### config.mk
export PLATFORM = sky130hd
export DESIGN_NAME = mie_ram
export DESIGN_NICKNAME = d
export VERILOG_FILES = /design/src/rtl/mie_ram.sv
export SDC_FILE = /design/constraint.sdc
export NUM_CORES = 2
export LEC_CHECK = 0
export ABC_AREA = 1
export BUFFER_PORTS_ARGS = -buffer_cell sky130_fd_sc_hd__buf_4
export CAP_MARGIN = 20
export CORE_MARGIN = 3
export CORE_UTILIZATION = 40
export DETAILED_ROUTE_END_ITERATION = 10
export GPL_ROUTABILITY_DRIVEN = 0
export HOLD_SLACK_MARGIN = 0.15
export MAX_ROUTING_LAYER = met4
export SYNTH_ARGS = -nofsm -noshare
export SYNTH_HDL_FRONTEND = slang
export SYNTH_SLANG_ARGS = --single-unit
### constraint.sdc
create_clock -name i_clk -period 5.8 [get_ports i_clk]
set_input_delay 0.58 -clock i_clk [delete_from_list [all_inputs] [get_ports i_clk]]
set_output_delay 0.58 -clock i_clk [all_outputs]
set_load 0.01 [all_outputs]
### src/rtl/mie_ram.sv
// generic single-write, single-read synchronous ram with registered read
// no dependencies
module mie_ram #(
    parameter int WIDTH = 64,
    parameter int DEPTH = 32
) (
    input  logic                     i_clk,
    input  logic                     i_we,
    input  logic [$clog2(DEPTH)-1:0] i_waddr,
    input  logic [WIDTH-1:0]         i_wdata,
    input  logic [$clog2(DEPTH)-1:0] i_raddr,
    output logic [WIDTH-1:0]         o_rdata
);
    logic [WIDTH-1:0] r_mem [DEPTH];
    logic [WIDTH-1:0] r_rdata;

    always_ff @(posedge i_clk) begin
        if (i_we) begin
            r_mem[i_waddr] <= i_wdata;
        end
        r_rdata <= r_mem[i_raddr];
    end

    assign o_rdata = r_rdata;
endmodule

# Word level (Yosys, flattened, before mapping)
# Memory sizes are Yosys's and may differ from the RTL's. A register that Yosys moved wholly into a read port is not among the register bits.
# Cells that the tools add are included.
[op_classes] n_addsub=0 mul=0 n_div=0 magnitude_cmp=0 n_eq_ne=0 n_shift=0 n_mux=2 bitwise=0 reduce_logical=0
[op_table] operator="$mux W1" count=2
[word_totals] register_bits=0 latch_bits=0 mem_bits_rw=2048 romBits=0 elab_cells=3 mem_count=1
[memory_table] name="r_mem" words=32 width=64 rd=1 rd_ports_with_merged_regs=1 write_ports=1 line_no="14" source="logic [WIDTH-1:0] r_mem [DEPTH];"

# Longest topological paths before layout
[depth] depth_word=2 ltp_mapped=12

# Worst setup path after synthesis
# Ideal clock, no wire load.
[synth_timing] path_kind="input to register" from="input port i_waddr[0]" to="memory r_mem[0][0] (enable)" setup_time_ns=0.486 t_arrival_ns=3.557 required_ns=5.314 setup_slack_ns=1.756 stages=3 path_buffers=0 path_cell_list="inv_1 > nand3_1 > nor2_1"
[synth_rtl] item="from (decl)" line_no="9" source="input logic [$clog2(DEPTH)-1:0] i_waddr,"
[synth_rtl] item="to (decl)" line_no="14"
# No word-level cell before the write port.

==> results.yml <==
grt:
  grt_max_degree: 171
  gr-usage-met1: 0.323
  grt_overflow: 0
  antenna_found_initial: 15
  grt_pass1_wl_um: 349000
  grt_use_total: 0.227
  met2_usage: 0.345
  grt.busiest_layer: "met2"
  use_met3: 0.0363
  grt_pass1_vias: 50800
detailed_routing:
  via_per_inst: 5.55
  postRouteAntennaNets: 0
  dr.pass1.iters: 6
  drc: 0
  wire_per_inst_um: 24.6
  routed_wl_um: 238000
  drt_iter0_drc: 6597
  vias: 53900
cts:
  clkSlewWorstSetupHoldPaths_ns: 0.06
  post-cts-setup-buffers: 0
  cts_buffers: 207
  cts_resized: 0
  htreeDepth: 4
  cts_tree: "built"
  clock_latency_ns: 0.84
  clock_sink_count: 2112
  cts_root_buf: "clkbuf_16"
  clockBufferDepth: 3
synthesis:
  synth_area_leader_cell: "edfxtp_1"
  synth_area_um2: 83000
  synth_fa_ha_area_frac: 0
  syn_avg_cell_area_um2: 12.3
  synth_top_family_by_area: "simple AND/OR/NAND/NOR gates"
  ys_ff_latch: 2112
  syn_nets: 6844
  synth_cells: 6768
  synth.distinct_cells: 13
  synth_xor_area_frac: 0
  synth-compound-area-share: 0
  synth_top_area_share: 0.741
  yosys.area_share.simple: 0.217
  synth_warnings: 0
  seq_area_frac_synth: 0.756
  synthTopCellsByArea: "edfxtp_1 74%, nand3_1 11%, nand2_1 11%"
  synthMuxAreaShare: 0
timing:
  fin_setup_tns_ns: 0
  fin_ws_ns: 3.16
  slew_headroom: 0.221
  tightest_slew_ns: 1.17
  max_freq_mhz: 379
  rsz0062_at_grt: "false"
  worst_hold_slack_ns: 0.206
  hold_viol: 0
  finalClockSkew_ns: 0.0414
  period_minus_slack_ns: 2.64
  final_max_slew_viol_count: 0
  finalSetupViolations: 0
  post-route-period-util: 0.454
critical_path:
  crit_fanout: 29
  timing.rr.end: "o_rdata[28]"
  cpMaxStageDelayCell: "buf_4"
  rr_worst_depth: 8
  arrival_ns: 3.34
  worst_path_most_repeated_cell: "buf_4"
  cp_cell_sequence: "dlygate4sd3_1 -> buf_4 -> buf_4 -> buf_4 -> nand3_1 -> nand2_1"
  startpoint_type: "input pin"
  crit_path_max_incr_delay_ns: 0.76
  timing.critical_path.buf_inv: 4
  reg2reg_from: "r_mem[19][28]"
  crit_type: "in -> reg"
  startpoint: "i_raddr[4]"
  crit_family: "buffers and inverters"
  crit_end: "o_rdata[24]"
  crit_cells: 6
  r2r_slack_ns: 4.45
  required_ns: 6.50
  end_kind: "flip-flop"
power_and_ir_drop:
  power.leakage_nw: 33.1
  peakVddDrop_mv: 0.315
  pwr-share-seq: 0.529
  power_density_nw_per_um2: 342
  p_switching_mw: 7.27
  combPwrFrac: 0.060
  switching_share: 0.226
  power.internal_mw: 24.9
  power_frac_clock: 0.411
  finalPower_mw: 32.2
finish:
  nFillCells: 18200
  syn_to_final_growth_pct: 13.4
  nNetsFinal: 6900
  final_design_area_no_fill_um2: 94100
  drive_gt1_frac: 0.0791
  final_core_util: 0.458
  fin_cells: 9702
die:
  core-area_um2: 205000
  row_count: 166
  io_pins: 140
  die_h_um: 461
  die_area_um2: 213000
  die_x_um: 461
  start_util: 0.404
placed_design:
  dp_cells: 9241
  dp_slack_ns: 2.28
  port_buffers: 139
  placed_cell_area_um2: 86800
  dp_hpwl_um: 109000
run_status:
  status: "finished clean"
min_path:
  hp-class: "in -> reg"
run:
  maxCapViolCount: 0
## Yosys cell counts
cell type,count
buf_2,275
edfxtp_1,2048
nor2_1,32
nand2_1,2376
inv_2,2
inv_4,1
dfxtp_1,64
buf_4,28
nand3_1,1800
clkbuf_1,82
buf_1,49
inv_1,7
buf_6,4
## power groups by stage
stage | Sequential (mW) | Combinational [mW] | Clock, mW
floorplan | 17.4 | 1.03 | 0
global placement | 17.4 | 1.88 | 0
detailed placement | 17.4 | 1.89 | 0
CTS | 17.0 | 1.94 | 13.4
global route | 17.1 | 2.13 | 14.0
finish | 17.0 | 1.94 | 13.2
## cell usage in the layout (no fill, tap or decap)
cell type	instances
nand2_1	2376
edfxtp_1	2048
nand3_1	1800
clkbuf_16	211
buf_4	171
dfxtp_1	64
dlygate4sd3_1	61
buf_12	49
clkbuf_1	48
clkinv_1	47
nor2_4	32
clkinv_2	32
bufinv_16	14
clkinvlp_4	13
clkbuf_8	13
diode_2	11
inv_1	5
inv_16	4
inv_8	3
inv_6	3
buf_8	3
clkinv_8	2
clkinv_4	2
inv_4	1
clkinv_16	1
## registers in the layout, summed over array words and instances, names as in the netlist
signal,flops
r_mem,2048
o_rdata,64
## logic make-up (layout without fill, tap and decap cells)
group                  after synthesis  after routing
buffers and inverters              448            683
flip-flops                        2112           2112
other                                0             11
AND/OR/NAND/NOR                   4208           4208
## per-layer routing
| layer | share of wire | vias up |
|---|---|---|
| met2 | 0.46 | 2503 |
| met3 | 0.090 | 325 |
| met5 | 0 | - |
| met4 | 0.018 | 0 |
| met1 | 0.43 | 26900 |
| li1 | - | 24100 |
## layout make-up
class	instances	area [um2]	area share
Sequential cell	2112	62800	0.667
Multi-Input combinational cell	4208	18300	0.194
Clock buffer	271	5630	0.0598
Tap cell	2688	3360	0.0357
Timing Repair Buffer	285	2930	0.0312
Clock inverter	117	1020	0.0108
Inverter	10	78.8	0.000838
Antenna cell	11	27.5	0.000292
## worst register-to-register path, cell delays in order, from the launching register on
cell	delay, ns
edfxtp_1	0.37
nand2_1	0.08
nand3_1	0.08
nand3_1	0.19
nand2_1	0.09
nand2_1	0.10
nand2_1	0.08
nand2_1	0.10
nand2_1	0.14
## worst min path at each step
stage | startpoint | slack (ns) | endpoint | cells after the start
after floorplan | r_mem[20][10] | 0.64 | o_rdata[10] | 6
after global placement | r_mem[22][35] | 0.68 | o_rdata[35] | 6
after CTS | i_wdata[21] | 0.15 | r_mem[22][21] | 1
after global routing | i_wdata[21] | 0.18 | r_mem[22][21] | 1
final | i_wdata[28] | 0.21 | r_mem[4][28] | 1
after detailed placement | r_mem[4][9] | 0.68 | o_rdata[9] | 6
## what timing repair did
item,in CTS,in global routing
endpoints found under the hold margin,1740,0
hold buffers,61,0
endpoints found under the setup margin,0,0
No activity file was read; power rests on OpenSTA's default activity.
