[src/rtl/mie_pkg.sv]
// package for the integer execute block: opcodes, funct codes, states, constants
// no dependencies
package mie_pkg;
    localparam int REG_COUNT_DEF = 32;
    localparam int XLEN = 64;

    localparam logic [5:0] OP_SPECIAL = 6'h00;
    localparam logic [5:0] OP_J       = 6'h02;
    localparam logic [5:0] OP_JAL     = 6'h03;
    localparam logic [5:0] OP_BEQ     = 6'h04;
    localparam logic [5:0] OP_BNE     = 6'h05;
    localparam logic [5:0] OP_BLEZ    = 6'h06;
    localparam logic [5:0] OP_BGTZ    = 6'h07;
    localparam logic [5:0] OP_ADDI    = 6'h08;
    localparam logic [5:0] OP_ADDIU   = 6'h09;
    localparam logic [5:0] OP_ANDI    = 6'h0C;
    localparam logic [5:0] OP_ORI     = 6'h0D;
    localparam logic [5:0] OP_XORI    = 6'h0E;
    localparam logic [5:0] OP_LUI     = 6'h0F;

    localparam logic [5:0] FN_SLL   = 6'h00;
    localparam logic [5:0] FN_SRL   = 6'h02;
    localparam logic [5:0] FN_SRA   = 6'h03;
    localparam logic [5:0] FN_JR    = 6'h08;
    localparam logic [5:0] FN_JALR  = 6'h09;
    localparam logic [5:0] FN_MULT  = 6'h18;
    localparam logic [5:0] FN_MULTU = 6'h19;
    localparam logic [5:0] FN_DIV   = 6'h1A;
    localparam logic [5:0] FN_DIVU  = 6'h1B;
    localparam logic [5:0] FN_ADD   = 6'h20;
    localparam logic [5:0] FN_ADDU  = 6'h21;
    localparam logic [5:0] FN_SUB   = 6'h22;
    localparam logic [5:0] FN_SUBU  = 6'h23;
    localparam logic [5:0] FN_AND   = 6'h24;
    localparam logic [5:0] FN_OR    = 6'h25;
    localparam logic [5:0] FN_XOR   = 6'h26;
    localparam logic [5:0] FN_NOR   = 6'h27;
    localparam logic [5:0] FN_SLT   = 6'h2A;
    localparam logic [5:0] FN_SLTU  = 6'h2B;

    localparam logic [63:0] JMP_MASK = 64'hFFFF_FFFF_F000_0000;
    localparam logic [4:0]  LINK_REG = 5'd31;

    typedef enum logic [2:0] {
        ST_CLEAR,
        ST_IDLE,
        ST_READ,
        ST_EXEC,
        ST_MUL,
        ST_DIV,
        ST_DIVFIX,
        ST_OUT
    } t_state;
endpackage

[src/rtl/mie_divider.sv]
// radix-2 restoring divider for 64-bit unsigned operands, one bit per cycle
// depends on mie_pkg
module mie_divider (
    input  logic        i_clk,
    input  logic        i_rst_n,
    input  logic        i_start,
    input  logic [63:0] i_dividend,
    input  logic [63:0] i_divisor,
    output logic        o_done,
    output logic [63:0] o_quot,
    output logic [63:0] o_rem
);
    logic [63:0] r_quot;
    logic [63:0] r_rem;
    logic [63:0] r_dvs;
    logic [6:0]  r_cnt;
    logic        r_busy;
    logic [64:0] w_trial;
    logic [64:0] w_diff;

    assign w_trial = {r_rem, r_quot[mie_pkg::XLEN-1]};
    assign w_diff  = w_trial - {1'b0, r_dvs};

    always_ff @(posedge i_clk) begin
        if (!i_rst_n) begin
            r_busy <= 1'b0;
            r_cnt  <= '0;
        end else if (i_start) begin
            r_busy <= 1'b1;
            r_cnt  <= 7'(mie_pkg::XLEN);
        end else if (r_busy) begin
            r_cnt <= r_cnt - 7'd1;
            if (r_cnt == 7'd1) begin
                r_busy <= 1'b0;
            end
        end
    end

    always_ff @(posedge i_clk) begin
        if (i_start) begin
            r_quot <= i_dividend;
            r_rem  <= '0;
            r_dvs  <= i_divisor;
        end else if (r_busy) begin
            if (!w_diff[64]) begin
                r_rem <= w_diff[63:0];
                r_quot <= {r_quot[62:0], 1'b1};
            end else begin
                r_rem <= w_trial[63:0];
                r_quot <= {r_quot[62:0], 1'b0};
            end
        end
    end

    assign o_done = r_busy && (r_cnt == 7'd1);
    assign o_quot = r_quot;
    assign o_rem  = r_rem;
endmodule

[config.mk]
export PLATFORM = sky130hd
export DESIGN_NAME = mie_divider
export DESIGN_NICKNAME = d
export VERILOG_FILES = /design/src/rtl/mie_pkg.sv /design/src/rtl/mie_divider.sv
export SDC_FILE = /design/constraint.sdc
export NUM_CORES = 1
export LEC_CHECK = 0
export ABC_CLOCK_PERIOD_IN_PS = 3200
export BUFFER_PORTS_ARGS = -buffer_cell sky130_fd_sc_hd__buf_2
export CAP_MARGIN = 0
export CORE_ASPECT_RATIO = 1.1
export CORE_MARGIN = 1
export CORE_UTILIZATION = 45
export DETAILED_ROUTE_END_ITERATION = 16
export GPL_TIMING_DRIVEN = 1
export PLACE_DENSITY = 0.74
export SLEW_MARGIN = 20
export SYNTH_ARGS = -nofsm -noshare
export SYNTH_HDL_FRONTEND = slang
export SYNTH_SLANG_ARGS = --single-unit
[constraint.sdc]
create_clock -name i_clk -period 3.2 [get_ports i_clk]
set_clock_uncertainty 0.05 [all_clocks]
set_input_delay 0.64 -clock i_clk [delete_from_list [all_inputs] [get_ports i_clk]]
set_output_delay 0.64 -clock i_clk [all_outputs]
set_load 0.02 [all_outputs]
== Word-level counts from Yosys, hierarchy flattened ==
Index checks and enable logic that the tools add are counted.

* $add $sub $neg: 2
* Multipliers: 0
* Divide/modulo/power cells: 0
* Order comparisons: 0
* Eq/ne operators: 1
* Shift-type cells: 0
* Multiplexer cells: 9
* Bitwise operators: 1
* Reduce and logical (&&, ||, !) cells: 3

{| class="wikitable"
|+ Operator list
! cell !! count
|-
| 64-bit two-way mux || 3
|-
| 65-bit by 64-bit subtractor with 65-bit output || 1
|-
| 7-bit two-way mux || 2
|-
| 7-bit by 1-bit == test with 1-bit output (second input constant) || 1
|-
| 7-bit by 1-bit subtractor with 7-bit output (second input constant) || 1
|-
| 1-bit two-way mux || 4
|-
| 2-bit nonzero test || 1
|-
| 2-bit OR reduction || 1
|-
| 1-bit logical AND || 1
|-
| 1-bit NOT || 1
|}

* Bits in registers: 200
* Latch bits: 0
* RAM bits: 0
* Bits in read-only memories: 0
* Memories: 0

== Logic depth before layout (Yosys ltp) ==
Gate-level depths: netlist of the first run.

* Word-level depth: 4
* Depth in mapped cells: 15

== Least setup slack after synthesis of the first run ==
Ideal clock, no wire load.

* Path kind: flip-flop to flip-flop
* Start point: register r_quot[63], in the netlist o_quot[63]
* End point: register r_rem[36], in the netlist o_rem[36]
* Data arrival time: 3.595 ns
* Data required time: 3.059 ns
* Setup slack: -0.536 ns
* Cell stages (with the launch flop): 15
* Cell sequence: edfxtp_1 inv_1 ha_1 fa_1 nor2b_1 o2111ai_1 a211oi_1 nor3b_1 o31a_1 a211o_1 a211oi_2 a311oi_1 buf_2 or4_1 a311oi_1

* Longest elaborated chain between the ends: 2

{| class="wikitable"
|+ RTL lines
! element !! line !! text
|-
| from (decl) || mie_divider.sv:13 || <nowiki>logic [63:0] r_quot;</nowiki>
|-
| from (signal assigned) || mie_divider.sv:41 || <nowiki>r_quot <= i_dividend;</nowiki>
|-
| from (signal assigned) || mie_divider.sv:47 || <nowiki>r_quot <= {r_quot[62:0], 1'b1};</nowiki>
|-
| from (signal assigned) || mie_divider.sv:50 || <nowiki>r_quot <= {r_quot[62:0], 1'b0};</nowiki>
|-
| 65-bit by 64-bit subtractor with 65-bit output || mie_divider.sv:22 || <nowiki>assign w_diff = w_trial - {1'b0, r_dvs};</nowiki>
|-
| 64-bit two-way mux || mie_divider.sv:45 || <nowiki>if (!w_diff[64]) begin</nowiki>
|-
| to (signal assigned) || mie_divider.sv:46 || <nowiki>r_rem <= w_diff[63:0];</nowiki>
|-
| to (signal assigned) || mie_divider.sv:49 || <nowiki>r_rem <= w_trial[63:0];</nowiki>
|-
| to (decl) || mie_divider.sv:14 || <nowiki>logic [63:0] r_rem;</nowiki>
|}

Every way passes these cells.
A chain may end at the register's enable or synchronous reset.

== Worst setup path after layout of the first run ==
* Start point: register r_dvs[0]
* End point: register r_rem[44], in the netlist o_rem[44]

* Longest elaborated chain between the ends: 2

{| class="wikitable"
|+ RTL lines
! element !! line !! text
|-
| from (decl) || mie_divider.sv:15 || <nowiki>logic [63:0] r_dvs;</nowiki>
|-
| from (signal assigned) || mie_divider.sv:43 || <nowiki>r_dvs <= i_divisor;</nowiki>
|-
| 65-bit by 64-bit subtractor with 65-bit output || mie_divider.sv:22 ||
|-
| 64-bit two-way mux || mie_divider.sv:45 ||
|}

Every way passes these cells.

==> results.md, run 1 <==
Status:
- The flow ran to the end, but the final reports show violations.
- The final reports fail on negative setup slack.

Global routing:
- The maximum number of pins on one net before global-route repair is 78.
- The first-pass GRT wire length is 56000 um.
- The via count of the first global-routing pass was 11153.
- The global-route congestion overflow total is 0.
- The number of antenna violations at the first check in global routing came to 3.
- Global routing consumed, over all layers together, 26.4% of the routing resources.

STA:
- Setup repair after global routing could not meet its margin everywhere.
- The number of failing hold endpoints at the final stage came to 0.
- The sum of negative setup slack is -27.60 ns.
- Setup violations remaining at the end of the flow were counted as 65.
- The final count of pins violating max slew is 0.
- The worst path in the final design needs a cycle of 3.78 ns, including I/O delays and setup.
- The setup slack after layout is -0.585 ns.
- Timing would allow up to 0.264 GHz.
- Measured against its own limit, the worst slew margin works out to 43.9%.
- The slew at the pin closest to its max-slew limit is 0.842 ns.
- Of the available clock period, the critical path in the final layout requires 118%.

Critical path:
- In this run the worst path has a maximum fanout of 5.
- The most numerous cell type found on the critical path is sky130_fd_sc_hd__buf_12.
- The element type at the critical path start is a register.
- The worst setup slack for register-to-register paths is -0.58 ns.
- The arrival time at the worst endpoint is 4.09 ns.
- The slowest stage of the critical path belongs to the cell sky130_fd_sc_hd__or4_4.
- The critical path goes through ha_2 -> fa_2 -> nor2b_4 -> o2111ai_4 -> a211oi_2 -> nor3b_2 -> o31a_1 -> a211o_1 -> a211oi_4 -> a311oi_4 -> buf_12 -> buf_12 -> or4_4 -> a311oi_2.
- The worst setup path is of the reg2reg kind.
- For this run, the slowest stage of the critical path takes 0.41 ns.
- The worst register-to-register path ends at o_rem[44]$_SDFFE_PP0P_.
- The required time of the critical path is 3.51 ns.
- The worst register-to-register path begins at r_dvs[0]$_DFFE_PP_.
- Counting cells, the worst reg-to-reg path comes to 14.
- The category of the worst setup path capture point is a register.

Placement:
- The final RePlAce weighted congestion is 0.960.
- After legalization and detailed placement, the total HPWL measured 27500 um.
- The pre-CTS worst setup slack is -0.771 ns.
- The number of buffers added on ports is 259.

CTS:
- Clock-pin slew was measured on the worst setup and hold paths at 0.08 ns.
- TritonCTS built the clock tree.
- Buffers inserted to repair hold after CTS numbered 0.
- The maximum level of the CTS H-tree is 4.
- The clock passes through at most 2 buffers.
- The number of buffers created by CTS is 17.
- The sink count of the clock tree is 200.
- The clock tree root buffer cell is sky130_fd_sc_hd__clkbuf_16.
- The clock reaches the later pin of the worst-skew pair after 0.45 ns.

Logic synthesis:
- The number of nets handed over by synthesis was 1408.
- Counting flops with a built-in enable in the synthesized netlist gives 128.
- The async set or reset register ratio after synthesis is 0%.
- The unique cell type count in the Yosys netlist is 68.
- The average instance area after synthesis is 9.93 um^2.
- Counting every instance in the synthesized netlist gives 1210.
- The most used flip-flop cell after synthesis is sky130_fd_sc_hd__edfxtp_1.
- Of the synthesized area, sequential elements account for 44.0%.
- The number of warnings reported in the yosys synthesis log is 0.
- The cell area that synthesis handed to floorplanning was 12000 um^2.
- The synthesized design contains 200 register bits.

Final layout:
- The multi-input combinational cells in the finished layout cover a total of 6410 um^2.
- The post-route core utilization is 62.8%.
- For this run, the post-layout net count is 1876.
- The area growth from synthesis to layout is 36.7%.
- The fraction of layout instances using a drive strength above 1 is 39.5%.
- The number of filler instances in the final layout is 2174.
- Across the whole layout, storage elements account for 5290 um^2.

Worst hold path:
- The number of cells on the worst hold path is 1.
- The capture endpoint of the worst hold path is r_dvs[48]$_DFFE_PP_.
- The tightest min-delay check is of the in2reg type.
- The worst hold path begins at i_divisor[48].

Route:
- Summed over all layers, the routed wires come to 36200 um.
- The initial detailed-routing violation count is 702.
- Dividing the detail-routed wire length by the instance count gives 17.7 um.
- The residual antenna-violating net count after detailed routing is 0.
- The pre-antenna-repair detailed-routing pass consisted of 5 iterations.
- Detailed routing inserted a total of 11235 vias.
- The detailed-route vias per instance is 5.50.
- In the routed design, unresolved DRC markers number 0.

Floorplan:
- In this run the horizontal extent of the chip is 158 um.
- The count of pins on the block boundary is 260.
- The total core area is 26100 um^2.
- The die covers 27400 um^2.
- The effective utilization at floorplan is 46.0%.
- The vertical die dimension is 173 um.
- The floorplan has 62 rows.

Pwr:
- The total power draw is 7340 uW.
- The analysis attributes to cell leakage a power of 0.00775 uW.
- Power spread over the standard cell area amounts to 447 nW/um^2.
- The worst IR drop on VDD is 397 uV.

Job:
- Max-cap violations in this run came to 0.
[area by class of cell]
| cell class | instances | share of cell area (%) |
|---|---|---|
| sequential | 200 | 32.2 |
| multi-input combinational | 854 | 39.0 |
| inverter | 87 | 1.99 |
| clock inverter | 14 | 0.731 |
| tap | 352 | 2.68 |
| timing repair buffer | 518 | 20.8 |
| clock buffer | 17 | 2.59 |
| antenna | 1 | 0.0152 |
[kinds of logic (layout without fill, tap and decap cells)]
| group | count (synthesis) | count (layout) | share of synthesized area (%) |
|---|---|---|---|
| xor+xnor | 61 | 61 | 4.45 |
| flops | 200 | 200 | 44.0 |
| mux | 110 | 110 | 9.83 |
| simple gates | 317 | 317 | 13.0 |
| fa+ha+maj | 67 | 67 | 7.04 |
| other cells | 0 | 1 | 0 |
| compound gates | 299 | 299 | 16.7 |
| buf+inv | 156 | 636 | 5.10 |
[flip-flops by register name (all words and copies together) (netlist names)]
| register | count |
|---|---|
| o_quot | 64 |
| r_busy | 1 |
| r_cnt | 7 |
| o_rem | 64 |
| r_dvs | 64 |
[how the worst max path moves through the flow]
stage	start	end	slack, ns
after floorplan	o_quot[63]$_DFFE_PP_	o_rem[36]$_SDFFE_PP0P_	-0.34
after global placement	o_quot[63]$_DFFE_PP_	o_rem[36]$_SDFFE_PP0P_	-0.62
after detailed placement	o_quot[63]$_DFFE_PP_	o_rem[36]$_SDFFE_PP0P_	-0.77
after CTS	o_quot[63]$_DFFE_PP_	o_rem[44]$_SDFFE_PP0P_	-0.56
after global routing	o_quot[63]$_DFFE_PP_	o_rem[44]$_SDFFE_PP0P_	-0.78
final	r_dvs[0]$_DFFE_PP_	o_rem[44]$_SDFFE_PP0P_	-0.58
[stage by stage]
stage | cells | area (um^2) | hold slack (ns)
2_1_floorplan | 1210 | 12100 | 0.419
3_3_place_gp | 1994 | 15400 | 0.430
3_5_place_dp | 1994 | 15400 | 0.446
4_1_cts | 2042 | 16300 | 0.295
5_1_grt | 2042 | 16400 | 0.299
6_report | 2043 | 16400 | 0.317
[metal layers]
layer,part of all wire (%),GRT usage [%]
met1,41,31.2
met2,49,45.0
met3,6.5,5.95
met4,4.1,12.3
met5,0.061,0
[worst max-delay path: cells and delay by family, from the launching register on]
| kind | cells | cell delay, ns |
|---|---|---|
| compound gates | 7 | 1.72 |
| fa+ha+maj | 2 | 0.58 |
| buf+inv | 2 | 0.29 |
| flops | 1 | 0.38 |
| simple gates | 3 | 0.67 |
[timing repair]
| action | in CTS | in global routing |
|---|---|---|
| gates resized for setup | 36 | 34 |
| buffers inserted | 27 | 5 |
| pin swaps | 45 | 20 |
| cloned | 2 | 0 |
| endpoints found under the setup margin | 65 | 65 |
[report_power, final]
| group | internal (uW) | switching [uW] |
|---|---|---|
| combinational | 977 | 1200 |
| sequential | 2980 | 113 |
| clock | 1020 | 1060 |
[synthesized netlist by cell type, types with 3 or more instances]
cell	n	area share (%)
sky130_fd_sc_hd__o22ai_1	3	0.16
sky130_fd_sc_hd__nor4b_1	3	0.22
sky130_fd_sc_hd__o311ai_0	12	0.87
sky130_fd_sc_hd__xor2_1	27	2.0
sky130_fd_sc_hd__edfxtp_1	128	32
sky130_fd_sc_hd__o21ai_0	46	1.9
sky130_fd_sc_hd__nand2_1	92	2.9
sky130_fd_sc_hd__and3_1	12	0.62
sky130_fd_sc_hd__o31a_1	4	0.29
sky130_fd_sc_hd__and4_1	3	0.22
sky130_fd_sc_hd__a32oi_1	4	0.29
sky130_fd_sc_hd__nand2b_1	7	0.36
sky130_fd_sc_hd__or4_1	5	0.31
sky130_fd_sc_hd__buf_4	3	0.19
sky130_fd_sc_hd__nand4_1	20	1.0
sky130_fd_sc_hd__a21oi_1	72	3.0
sky130_fd_sc_hd__nor3_1	18	0.75
sky130_fd_sc_hd__dfxtp_1	72	12
sky130_fd_sc_hd__nor4_1	8	0.42
sky130_fd_sc_hd__o21bai_1	11	0.69
sky130_fd_sc_hd__clkbuf_1	53	1.7
sky130_fd_sc_hd__o21a_1	10	0.62
sky130_fd_sc_hd__xnor2_1	34	2.5
sky130_fd_sc_hd__and3b_1	3	0.22
sky130_fd_sc_hd__nor3b_1	3	0.19
sky130_fd_sc_hd__a311oi_1	6	0.44
sky130_fd_sc_hd__mux2_2	64	6.0
sky130_fd_sc_hd__inv_1	86	2.7
sky130_fd_sc_hd__o211ai_1	9	0.56
sky130_fd_sc_hd__ha_1	66	6.9
sky130_fd_sc_hd__nor2_1	88	2.7
sky130_fd_sc_hd__o31ai_1	9	0.56
sky130_fd_sc_hd__a31oi_1	11	0.57
sky130_fd_sc_hd__buf_2	13	0.54
sky130_fd_sc_hd__nand3_1	25	1.0
sky130_fd_sc_hd__a211oi_1	48	3.0
sky130_fd_sc_hd__or3_1	6	0.31
sky130_fd_sc_hd__mux2i_1	46	3.8
sky130_fd_sc_hd__a21o_1	31	1.9
sky130_fd_sc_hd__nor2b_1	6	0.31
sky130_fd_sc_hd__and2_1	9	0.47
[cell usage in the layout, fill, tap and decap left out, types with 11 or more instances in the layout]
cell type                   synthesis  layout
sky130_fd_sc_hd__buf_2             13     258
sky130_fd_sc_hd__and3_1            12      12
sky130_fd_sc_hd__inv_1             86      85
sky130_fd_sc_hd__nand4_1           20      20
sky130_fd_sc_hd__mux2_2            64      63
sky130_fd_sc_hd__a211oi_1          48      35
sky130_fd_sc_hd__o21ai_0           46      37
sky130_fd_sc_hd__buf_4              3     244
sky130_fd_sc_hd__a31oi_1           11      11
sky130_fd_sc_hd__ha_1              66      65
sky130_fd_sc_hd__clkbuf_16          0      17
sky130_fd_sc_hd__a211oi_2           1      13
sky130_fd_sc_hd__nor2_1            88      87
sky130_fd_sc_hd__a21o_1            31      31
sky130_fd_sc_hd__xor2_1            27      27
sky130_fd_sc_hd__a21oi_1           72      67
sky130_fd_sc_hd__mux2i_1           46      42
sky130_fd_sc_hd__edfxtp_1         128     128
sky130_fd_sc_hd__xnor2_1           34      34
sky130_fd_sc_hd__nor3_1            18      18
sky130_fd_sc_hd__nand3_1           25      23
sky130_fd_sc_hd__nand2_1           92      92
sky130_fd_sc_hd__dfxtp_1           72      71
No activity file was read; power rests on OpenSTA's default activity.
==> inputs of run 2 (changes only) <==
--- a/config.mk
+++ b/config.mk
@@ -10,10 +10,10 @@
 export CAP_MARGIN = 0
 export CORE_ASPECT_RATIO = 1.1
 export CORE_MARGIN = 1
-export CORE_UTILIZATION = 45
+export CORE_UTILIZATION = 50
 export DETAILED_ROUTE_END_ITERATION = 16
 export GPL_TIMING_DRIVEN = 1
-export PLACE_DENSITY = 0.74
+export PLACE_DENSITY = 0.8
 export SLEW_MARGIN = 20
 export SYNTH_ARGS = -nofsm -noshare
 export SYNTH_HDL_FRONTEND = slang
==> run 2 against run 1 <==
Against the previous run: the flow still finishes with violations (negative setup slack); final cell count down 3.4%; die area down 9.9%; register-to-register slack better by 0.097 ns; power up 2.5%; wire length down 0.66%; maximum frequency up 2.6%; largest power group unchanged.
==> results.md, run 2 (same netlist as run 1, synthesis figures left out) <==
Status:
- The flow ran to the end, but the final reports show violations.
- The final reports fail on negative setup slack.

Critical path:
- Data on the critical path is required at its endpoint by 3.50 ns.
- The critical path in this run is classified as reg2reg.
- The element type at the critical path start is a register.
- The category of the worst setup path capture point is a register.
- In this run the worst path has a maximum fanout of 11.
- Following the worst setup path forward leads to its endpoint at o_rem[36]$_SDFFE_PP0P_.
- The number of cells traversed by the worst register-to-register path is 13.
- The startpoint of the worst setup timing path is r_dvs[0]$_DFFE_PP_.
- The arrival time at the worst endpoint is 3.99 ns.
- The source of the worst register-to-register timing path is r_dvs[0]$_DFFE_PP_.
- The worst register-to-register path ends at o_rem[36]$_SDFFE_PP0P_.
- For flop-to-flop paths, the worst setup slack is -0.49 ns.

Placement:
- Counting tap cells, the placed design contains a total of 1930 instances.
- The final RePlAce weighted congestion is 0.980.
- Input and output buffers added on the ports amount to 259.
- The HPWL after detailed placement is 26900 um.

Pwr:
- The part of the power in the clock network is 30.2%.
- The power per cell area is 466 nW/um^2.
- Combinational logic is responsible for 28.7% of the overall power.
- The analysis attributes to net switching a power of 2480 uW.
- Of the total power, the share spent switching nets is 32.9%.
- The worst IR drop on VDD is 310 uV.
- Of the total power, registers draw 41.2%.
- The internal portion of the total power is 5050 uW.
- In this run the static leakage power is 0.00765 uW.

Final layout:
- The most common cell after layout, fill and taps aside is sky130_fd_sc_hd__buf_2.
- For this run, the share of the core covered by cells in the final layout is 68.4%.
- In the layout the commonest cells are sky130_fd_sc_hd__buf_2, sky130_fd_sc_hd__buf_4, sky130_fd_sc_hd__edfxtp_1.
- The number of nets in the layout is 1853.
- Relative to the synthesized area, the layout overhead comes to 34.5%.
- The final non-filler cell total is 1973.
- The fraction of layout instances using a drive strength above 1 is 38.4%.
- The number of antenna diodes in the final layout is 0.

Worst hold path:
- The type of the worst min-delay path is in2reg.

CTS:
- The maximum level of the CTS H-tree is 4.
- The number of buffers created by CTS is 17.
- CTS saw 200 sinks.
- The root buffer cell chosen for the clock tree is sky130_fd_sc_hd__clkbuf_16.
- No sink is reached through more buffers than the 2 on the longest clock path.
- The CTS tree is yes.
- The clock transition at the register clock pins on the worst setup and hold paths after CTS is 0.09 ns.
- Clock latency on the worst-skew pair, taken at its later pin, is 0.45 ns.

STA:
- The final critical path takes up 115% of the cycle.
- On the final layout, the worst hold slack is 0.311 ns.
- The time the worst path needs with I/O delays and setup is 3.69 ns.
- The number of failing hold endpoints at the final stage is 0.
- In this run the tightest slew margin relative to its limit is 40.8%.
- Setup violations remaining at the end of the flow were counted as 65.
- The final count of pins violating max slew is 0.
- The slew at the pin closest to its max-slew limit is 0.888 ns.
- The setup slack after layout is -0.488 ns.
- Setup repair after global routing could not meet its margin everywhere.
- The sum of negative setup slack is -23.23 ns.
- The timing-limited maximum frequency is 0.271 GHz.

Floorplan:
- The total die area is 24700 um^2.
- The count of pins on the block boundary is 260.
- Once the floorplan was initialized, standard cells occupied 50.9% of the core.
- The floorplan step set the die height to 165 um.
- The die is 150 um wide.
- The site row count is 59.
- The total core area is 23600 um^2.

Global routing:
- Entering global routing, the biggest net connects 120 pins.
- The via count of the first global-routing pass is 11255.
- The number of antenna violations at the first check in global routing is 0.
- Summed over all layers, the global routing overflow is 0.
- The first-pass GRT wire length is 55100 um.
- The global router's overall resource usage is 28.7%.

Route:
- The residual antenna-violating net count after detailed routing is 0.
- After detailed routing, the number of remaining DRC violations is 0.
- The via count is 11234.
- The average wire per cell in the routed design is 18.2 um.
- After the first detailed-routing iteration, the DRC count stood at 769.
- The total routed wirelength is 36000 um.
- In the routed layout, each cell is associated on average with a via count of 5.69.
- The number of iterations in the first detailed-routing pass is 5.

Job:
- The number of maximum-capacitance constraint violations is 0.
==> run 2: cell count changes in the layout (fill, tap and decap cells not counted), sizes merged <==
cell / delta
inv: +2
buf: -23
clkbuf: +1
clkinv: +1
clkinvlp: -3
diode: -1
==> run 2: worst min-delay path by stage <==
stage	start	endpoint	slack [ns]	depth (start not counted)
final	i_divisor[16]	r_dvs[16]$_DFFE_PP_	0.31	1
after global routing	i_divisor[16]	r_dvs[16]$_DFFE_PP_	0.29	1
after CTS	i_divisor[9]	r_dvs[9]$_DFFE_PP_	0.30	1
after detailed placement	r_cnt[1]$_SDFFE_PP0P_	r_cnt[1]$_SDFFE_PP0P_	0.45	2
after global placement	r_cnt[1]$_SDFFE_PP0P_	r_cnt[1]$_SDFFE_PP0P_	0.43	2
after floorplan	r_cnt[1]$_SDFFE_PP0P_	r_cnt[1]$_SDFFE_PP0P_	0.42	2
==> run 2: power by group through the flow <==
stage	Clock [uW]	Combinational [uW]	Sequential, uW
final	2270	2160	3100
after global routing	2390	2330	3120
after CTS	2310	2110	3100
after detailed placement	0	2060	3150
after global placement	0	2020	3150
after floorplan	0	1010	3310
==> run 2: area by class of cell <==
type,instances,area [um^2]
Clock buffer,18,439
Multi-Input combinational cell,854,6390
Clock inverter,14,190
Timing Repair Buffer,495,3150
Fill cell,1789,7450
Tap cell,305,382
Inverter,87,327
Sequential cell,200,5290
==> run 2: what timing repair did <==
action	CTS	global route
endpoints found under the setup margin	65	65
hold buffers	0	0
pin swaps	13	4
resized for setup	17	27
setup buffers	8	4
==> run 2: per-layer routing <==
metal | GRT usage (%) | vias to the layer above | routed length, um
met3 | 5.58 | 116 | 2360
met1 | 32.7 | 5273 | 14200
met4 | 15.2 | 0 | 1580
met2 | 50.7 | 499 | 17900
li1 | - | 5346 | -
met5 | 0 | - | 0
==> run 2: worst max-delay path, stage by stage (launching register included) <==
cell,delay [ns]
sky130_fd_sc_hd__edfxtp_1,0.42
sky130_fd_sc_hd__ha_4,0.19
sky130_fd_sc_hd__fa_2,0.41
sky130_fd_sc_hd__nor2b_4,0.17
sky130_fd_sc_hd__o2111ai_4,0.15
sky130_fd_sc_hd__a211oi_2,0.27
sky130_fd_sc_hd__nor3b_2,0.09
sky130_fd_sc_hd__o31a_1,0.30
sky130_fd_sc_hd__a211o_1,0.30
sky130_fd_sc_hd__a211oi_2,0.29
sky130_fd_sc_hd__a311oi_4,0.10
sky130_fd_sc_hd__buf_12,0.19
sky130_fd_sc_hd__or4_1,0.40
sky130_fd_sc_hd__a311oi_1,0.26
==> run 2: stage by stage <==
stage                     instance area [um^2]  setup slack, ns  total power, uW
final                                    16200           -0.488             7530
after detailed placement                 15200           -0.504             5210
after CTS                                16000           -0.420             7510
after floorplan                          12100           -0.339             4320
after global placement                   15200           -0.411             5170
after global routing                     16200           -0.599             7840
